### src/taxp_pkg.sv
`timescale 1ns / 1ps

package taxp_pkg;

   // Port widths fixed by the request and result formats
   localparam int PAYLOAD_W = 64;
   localparam int CSR_ADDR_W = 3;
   localparam int CSR_DATA_W = 4;

   // Defaults for the top-level parameters
   localparam int MAX_DIM_DEF = 8;
   localparam int WORD_BITS_DEF = 64;

   // Register indexes
   localparam logic [CSR_ADDR_W-1:0] REG_DIM_ONE = 3'd0;
   localparam logic [CSR_ADDR_W-1:0] REG_DIM_TWO = 3'd1;
   localparam logic [CSR_ADDR_W-1:0] REG_DIM_THREE = 3'd2;
   localparam logic [CSR_ADDR_W-1:0] REG_DIM_FOUR = 3'd3;
   localparam logic [CSR_ADDR_W-1:0] REG_SWAP_FIRST = 3'd4;
   localparam logic [CSR_ADDR_W-1:0] REG_SWAP_SECOND = 3'd5;
   localparam logic [CSR_ADDR_W-1:0] REG_SWAP_PAIRS = 3'd6;

   // Request kinds carried on req_tuser
   localparam logic ACT_LOAD = 1'b0;
   localparam logic ACT_READ = 1'b1;

   // Control from the top level to the load address generator
   typedef struct packed {
      logic clear;
      logic advance;
   } load_ctl_type;

endpackage

### src/taxp_load_addr.sv
`timescale 1ns / 1ps

// Source coordinate counters and target-layout address for load requests.
// Each source axis keeps its coordinate and the matching partial address
// (coordinate times its target stride), so the address is a four-term sum.
module taxp_load_addr #(
   parameter int MAX_DIM = taxp_pkg::MAX_DIM_DEF,
   parameter int EXT_W = $clog2(MAX_DIM + 1),
   parameter int ADDR_W = $clog2(MAX_DIM ** 4)
) (
   input  logic                       clock,
   input  logic                       reset,
   input  taxp_pkg::load_ctl_type     ctl,
   input  logic [3:0][EXT_W-1:0]      ext,    // clamped source extents
   input  logic [3:0][1:0]            order,  // source axis at each target slot
   output logic [ADDR_W-1:0]          addr
);

   localparam int CRD_W = $clog2(MAX_DIM);

   logic [3:0][CRD_W-1:0]  coord_ff, coord_in;
   logic [3:0][ADDR_W-1:0] part_ff, part_in;
   logic [3:0][ADDR_W-1:0] slot_stride;
   logic [3:0][ADDR_W-1:0] axis_stride;
   logic [3:0]             wrap;
   logic [3:0]             step;

   // Target strides: product of the extents in the faster target slots
   always_comb begin
      slot_stride[3] = ADDR_W'(1);
      slot_stride[2] = ADDR_W'(ext[order[3]]);
      slot_stride[1] = ADDR_W'(ADDR_W'(ext[order[2]]) * ADDR_W'(ext[order[3]]));
      slot_stride[0] = ADDR_W'(slot_stride[1] * ADDR_W'(ext[order[1]]));
   end

   // Map target strides back onto source axes
   always_comb begin
      for (int a = 0; a < 4; a++) begin
         axis_stride[a] = '0;
         for (int k = 0; k < 4; k++) begin
            if (order[k] == 2'(a)) begin
               axis_stride[a] = slot_stride[k];
            end
         end
      end
   end

   // Source axis four runs fastest; carry ripples toward axis one
   always_comb begin
      for (int a = 0; a < 4; a++) begin
         wrap[a] = (EXT_W'(coord_ff[a]) == EXT_W'(ext[a] - EXT_W'(1)));
      end
      step[3] = 1'b1;
      for (int a = 2; a >= 0; a--) begin
         step[a] = step[a+1] & wrap[a+1];
      end
      for (int a = 0; a < 4; a++) begin
         coord_in[a] = coord_ff[a];
         part_in[a] = part_ff[a];
         if (step[a]) begin
            coord_in[a] = wrap[a] ? '0 : CRD_W'(coord_ff[a] + CRD_W'(1));
            part_in[a] = wrap[a] ? '0 : ADDR_W'(part_ff[a] + axis_stride[a]);
         end
      end
   end

   always_ff @(posedge clock) begin
      if (reset || ctl.clear) begin
         coord_ff <= '0;
         part_ff <= '0;
      end else if (ctl.advance) begin
         coord_ff <= coord_in;
         part_ff <= part_in;
      end
   end

   assign addr = ADDR_W'(part_ff[0] + part_ff[1] + part_ff[2] + part_ff[3]);

endmodule

### config.mk
export PLATFORM = sky130hd
export DESIGN_NAME = taxp_load_addr
export DESIGN_NICKNAME = d
export VERILOG_FILES = /design/src/taxp_pkg.sv /design/src/taxp_load_addr.sv
export SDC_FILE = /design/constraint.sdc
export NUM_CORES = 1
export LEC_CHECK = 0
export BUFFER_PORTS_ARGS = -buffer_cell sky130_fd_sc_hd__buf_2
export CAP_MARGIN = 10
export CORE_MARGIN = 1
export CORE_UTILIZATION = 32
export CTS_BUF_LIST = sky130_fd_sc_hd__clkbuf_8
export CTS_CLUSTER_DIAMETER = 100
export CTS_CLUSTER_SIZE = 10
export DETAILED_ROUTE_END_ITERATION = 8
export GPL_TIMING_DRIVEN = 0
export PLACE_DENSITY_LB_ADDON = 0.08
export SLEW_MARGIN = 0
export SYNTH_ARGS = -nofsm -noshare
export SYNTH_HDL_FRONTEND = slang
export SYNTH_SLANG_ARGS = --single-unit
export TNS_END_PERCENT = 30
### constraint.sdc
create_clock -name clock -period 9.13 [get_ports clock]
set_input_delay 1.826 -clock clock [delete_from_list [all_inputs] [get_ports clock]]
set_output_delay 1.826 -clock clock [all_outputs]
set_load 0.1 [all_outputs]
======== Word level (Yosys, flattened, before mapping) ========
Index checks and enable logic that the tools add are counted.
word-level totals
  flip-flop bits (word level) ............. 60
  bits of input ports ..................... 28
  output and inout bits ................... 12
  logic and storage cells ................. 84
operators by class
  add/sub/neg operators ................... 15
  multipliers ............................. 2
  order comparisons ....................... 3
  eq/ne operators ......................... 16
  mux-type cells .......................... 30
  bitwise logic cells ..................... 2
  reduce and logical (&&, ||, !) cells .... 8
operator list
  operator             number
  $mux 12              20
  $add 12x12->12       7
  $bmux 4 s2           3
  $eq 2x2->1 const B   8
  $eq 3x4->1           4
  $sub 4x1->4 const B  4
  $add 3x1->3 const B  4
  $mul 8x4->12         1
  $mux 3               4
  $mux 4               3
  $lt 2x3->1 const B   3
  $eq 2x1->1 const B   4
  $logic_not 2->1      4
  $mul 4x4->8          1
  $reduce_and 2->1     3
  $and 1x1->1          2
  $logic_or 1x1->1     1

======== Depth between registers and ports, before layout ========
  depth in word-level cells ............... 10
  depth in mapped cells ................... 33

======== Worst setup path before layout ========
No wires, ideal clock.
  path type ............................... input -> register
  start ................................... in order[7] (netlist bit)
  end ..................................... reg part_ff[35] (netlist bit)
  setup time .............................. 0.067 ns
  data arrival time ....................... 8.544 ns
  path slack .............................. 0.519 ns
  stages on the path ...................... 30
  cell sequence ........................... buf_1 > nand2_1 > o21a_1 > o21ai_0 > nand2_1 > fa_1 > inv_1 > fa_1 > fa_1 > inv_1 > nor2_1 > fa_1 > inv_1 > fa_1 > inv_1 > ha_1 > o21ai_0 > o21ai_0 > a21oi_1 > xnor2_1 > a22oi_1 > nor2_1 > ha_1 > a21o_1 > a2111o_1 > a21oi_1 > nor3_1 > xnor2_1 > mux2_4 > a21oi_2
between the ends
  cells in the longest elaborated chain, start to end .. 10
  elaborated cells on any way between the ends .. 11
  those cells by class .................... 1 x add/sub; 2 x mul; 1 x eq/ne; 7 x mux
RTL lines
  item                          line                                        text
  from (decl)                   taxp_load_addr.sv:15                        input logic [3:0][1:0] order,
  $bmux 4 s2                    taxp_load_addr.sv:31, taxp_load_addr.sv:32
  $mux 4 (not written as such)  taxp_load_addr.sv:31, taxp_load_addr.sv:32
  $mul 4x4->8                   taxp_load_addr.sv:32                        slot_stride[1] = ADDR_W'(ADDR_W'(ext[order[2]]) * ADDR_W'(ext[order[3]]));
  $mul 8x4->12                  taxp_load_addr.sv:33                        slot_stride[0] = ADDR_W'(slot_stride[1] * ADDR_W'(ext[order[1]]));
  $mux 12 (3 in series)         taxp_load_addr.sv:41                        if (order[k] == 2'(a)) begin
  $mux 12 (*)                   taxp_load_addr.sv:41
  $add 12x12->12 (*)            taxp_load_addr.sv:62                        part_in[a] = wrap[a] ? '0 : ADDR_W'(part_ff[a] + axis_stride[a]);
  $mux 12 (*)                   taxp_load_addr.sv:62
  to (signal assigned)          taxp_load_addr.sv:73                        part_ff <= part_in;
  to (decl)                     taxp_load_addr.sv:22                        logic [3:0][ADDR_W-1:0] part_ff, part_in;
Mark *: on every way between the ends. The rest lies on a longest branch, timed or not. The select of a mux whose other input is x is not followed.
A chain may end at the register's enable or synchronous reset.

======== Final worst setup path ========
  start ................................... in order[6] (netlist bit)
  end ..................................... reg part_ff[35] (netlist bit)
Same word-level chain as after synthesis.

==> flow_summary.yaml <==
die:
  num_rows: 55
  chipHeight_um: 155
  io_pins: 40
  placeableCoreArea_um2: 22800
  dieArea_um2: 24000
  die_w_um: 155
  initial_core_util_pct: 32.8
route:
  avgRoutedWirePerCell_um: 17.6
  via_per_inst: 5.15
  drcViolationCount: 0
  totalWireLength_um: 22400
  drtIter0Drc: 357
  dr.pass1.iters: 5
  vias: 6544
  ant_nets: 0
synth:
  netlist_top_cells_area: "dfxtp_1, ha_1, fa_1"
  postSynth.asyncResetShare_pct: 0
  yosysWarnings: 0
  synth_top_area_cell: "dfxtp_1"
  synth-edff-count: 0
  ys_types: 65
  netlist_area_um2: 7480
  synth.top_cell.area_share_pct: 16.1
  ys_seq_elements: 60
  postSynthAreaPerCell_um2: 8.25
  synth_nets: 1067
  synthCells: 906
  yosysSeqAreaShare_pct: 16.1
  synthFlopType: "dfxtp_1"
clock_tree:
  root_buffer: "clkbuf_8"
  cts.sinks: 60
  cts_hold_buf: 0
  path_clk_slew_ns: 0.08
  clk_latency_ns: 0.36
  cts_max_level: 3
  tritoncts: "built"
  clock_path_buffers: 2
  numCtsBuffers: 9
place:
  gp_congestion: 0.836
  hpwl_um: 18600
  place_ws_ns: -0.986
  portBuffers: 36
  dpl.cell_count: 1255
final_layout:
  drive_above_1_share_pct: 9.82
  syn_to_final_growth_pct: 11.8
  final_cell_count_no_fill: 1270
  diodes: 0
  fillerInstances: 2429
  layout.nets: 1113
  final_cell_mix: "nor2_1, ha_1, nand2_1, a21oi_1, dfxtp_1"
  layout_commonest_cell: "nor2_1"
status:
  outcome: "completed"
global_routing:
  grt_overflow_total: 0
  first_global_vias: 6244
  grt.total_usage_pct: 19.6
  grt_pass1_wl_um: 35800
  antenna_found_initial: 0
  grt_max_degree: 15
timing:
  worst_slack_ns: 0.320
  drv_slew: 0
  fmax_mhz: 114
  setup_viol: 0
  maxSlewHeadroom_pct: 34.1
  rsz0062_at_grt: "yes"
  fin_skew_ns: 0.0113
  hold_viol_final: 0
  period_minus_slack_ns: 8.81
  fin_crit_sh_pct: 96.5
  worst_pin_slew_ns: 0.981
worst_setup_path:
  cp_slowest_cell: "fa_1"
  crit_required_ns: 9.41
  crit_path_end_kind: "flip-flop"
  critical_path_class: "in -> reg"
  arrival_ns: 9.09
  path_max_fanout: 11
  critPathMaxStageDelay_ns: 0.53
  startpoint_type: "input port"
min_path:
  hp-class: "reg -> reg"
power_and_ir_drop:
  power.total_w: 0.00130
  max-vdd-ir-drop_v: 0.0000937
  p_leak_nw: 3.94
  power_density_nw_per_um2: 155
run:
  drv_cap: 0
-- state kept, by name (all words and copies together), names as in the netlist --
signal and count:
coord_ff 12, part_ff 48
-- synth_stat cells, drive strengths merged (3+ instances only) --
library cell	instances
o22ai	4
xnor2	44
a21boi	4
o21ai	49
inv	54
a22oi	40
or3	10
a31oi	7
clkbuf	18
o211ai	5
nand2	70
a211oi	11
mux2	3
nor3	26
mux4	6
fa	42
nand3	16
a211o	4
a21oi	62
nand2b	13
a221oi	4
a21o	16
a32o	3
and2	28
mux2i	4
o21a	15
or4	3
xor2	27
ha	91
a22o	21
nor2	97
buf	7
nor2b	12
o21bai	3
dfxtp	60
-- cell type report --
cell class	instances	area, µm²	share of cell area [%]
multi-input cells	766	6020	72.0
inverters	55	206	2.47
clock inverters	6	80.1	0.958
clock buffers	10	138	1.65
well taps	313	392	4.68
plain buffers	23	133	1.59
repair buffers	37	188	2.24
flip-flops and latches	60	1200	14.4
-- per-stage QoR --
step | area (µm²) | util (%) | hold WS (ns) | TNS (ns)
2_1_floorplan | 7480 | - | 0.457 | 0
3_3_place_gp | 8050 | 35.3 | 0.480 | -10.56
3_5_place_dp | 8050 | 35.3 | 0.481 | -8.97
4_1_cts | 8290 | 36.4 | 0.492 | 0
5_1_grt | 8360 | 36.7 | 0.511 | -0.146
6_report | 8360 | 36.7 | 0.488 | 0
-- logic make-up (layout without fill, tap and decap cells) --
kind of cell	count (synthesis)	count (layout)	synth area share [%]
xor+xnor	71	71	8.32
flops	60	60	16.1
fa+ha+maj	133	133	26.5
simple gates	288	288	18.2
compound gates	261	261	23.4
buf+inv	80	131	4.62
mux	13	13	2.85
-- worst max-delay path, delay by kind of cell --
kind	cells	cell delay, ns
buffers and inverters	6	0.78
adders and majority gates	7	3.00
muxes	1	0.34
xor gates and xnor gates	3	0.78
AOI/OAI and AO/OA	8	1.63
and+or+nand+nor	6	0.70
-- final timing paths --
path | to | depth (start not counted) | start | slack [ns]
min | coord_ff[7] | 2 | coord_ff[7] | 0.49
max reg2reg | part_ff[11] | 9 | coord_ff[11] | 6.18
min reg2reg | coord_ff[7] | 2 | coord_ff[7] | 0.49
max | part_ff[35] | 31 | order[6] | 0.32
-- layer usage --
metal | global-route usage (%) | routed length [µm] | share of wire [%]
met5 | 0 | 0 | 0
met4 | 2.97 | 138 | 0.62
met3 | 2.44 | 527 | 2.4
met2 | 31.9 | 10300 | 46
met1 | 28.0 | 11400 | 51
-- report_power, final --
group | switching [W] | internal (W)
Combinational | 0.000468 | 0.000286
Sequential | 0.00000308 | 0.000264
Clock | 0.000118 | 0.000159
-- timing repair --
action,4_1_cts,5_1_grt
buffers inserted,0,1
endpoints found under the setup margin,12,6
resized for setup,9,13
pin swaps,0,1
Note: power is estimated with default switching activity, not from simulation.
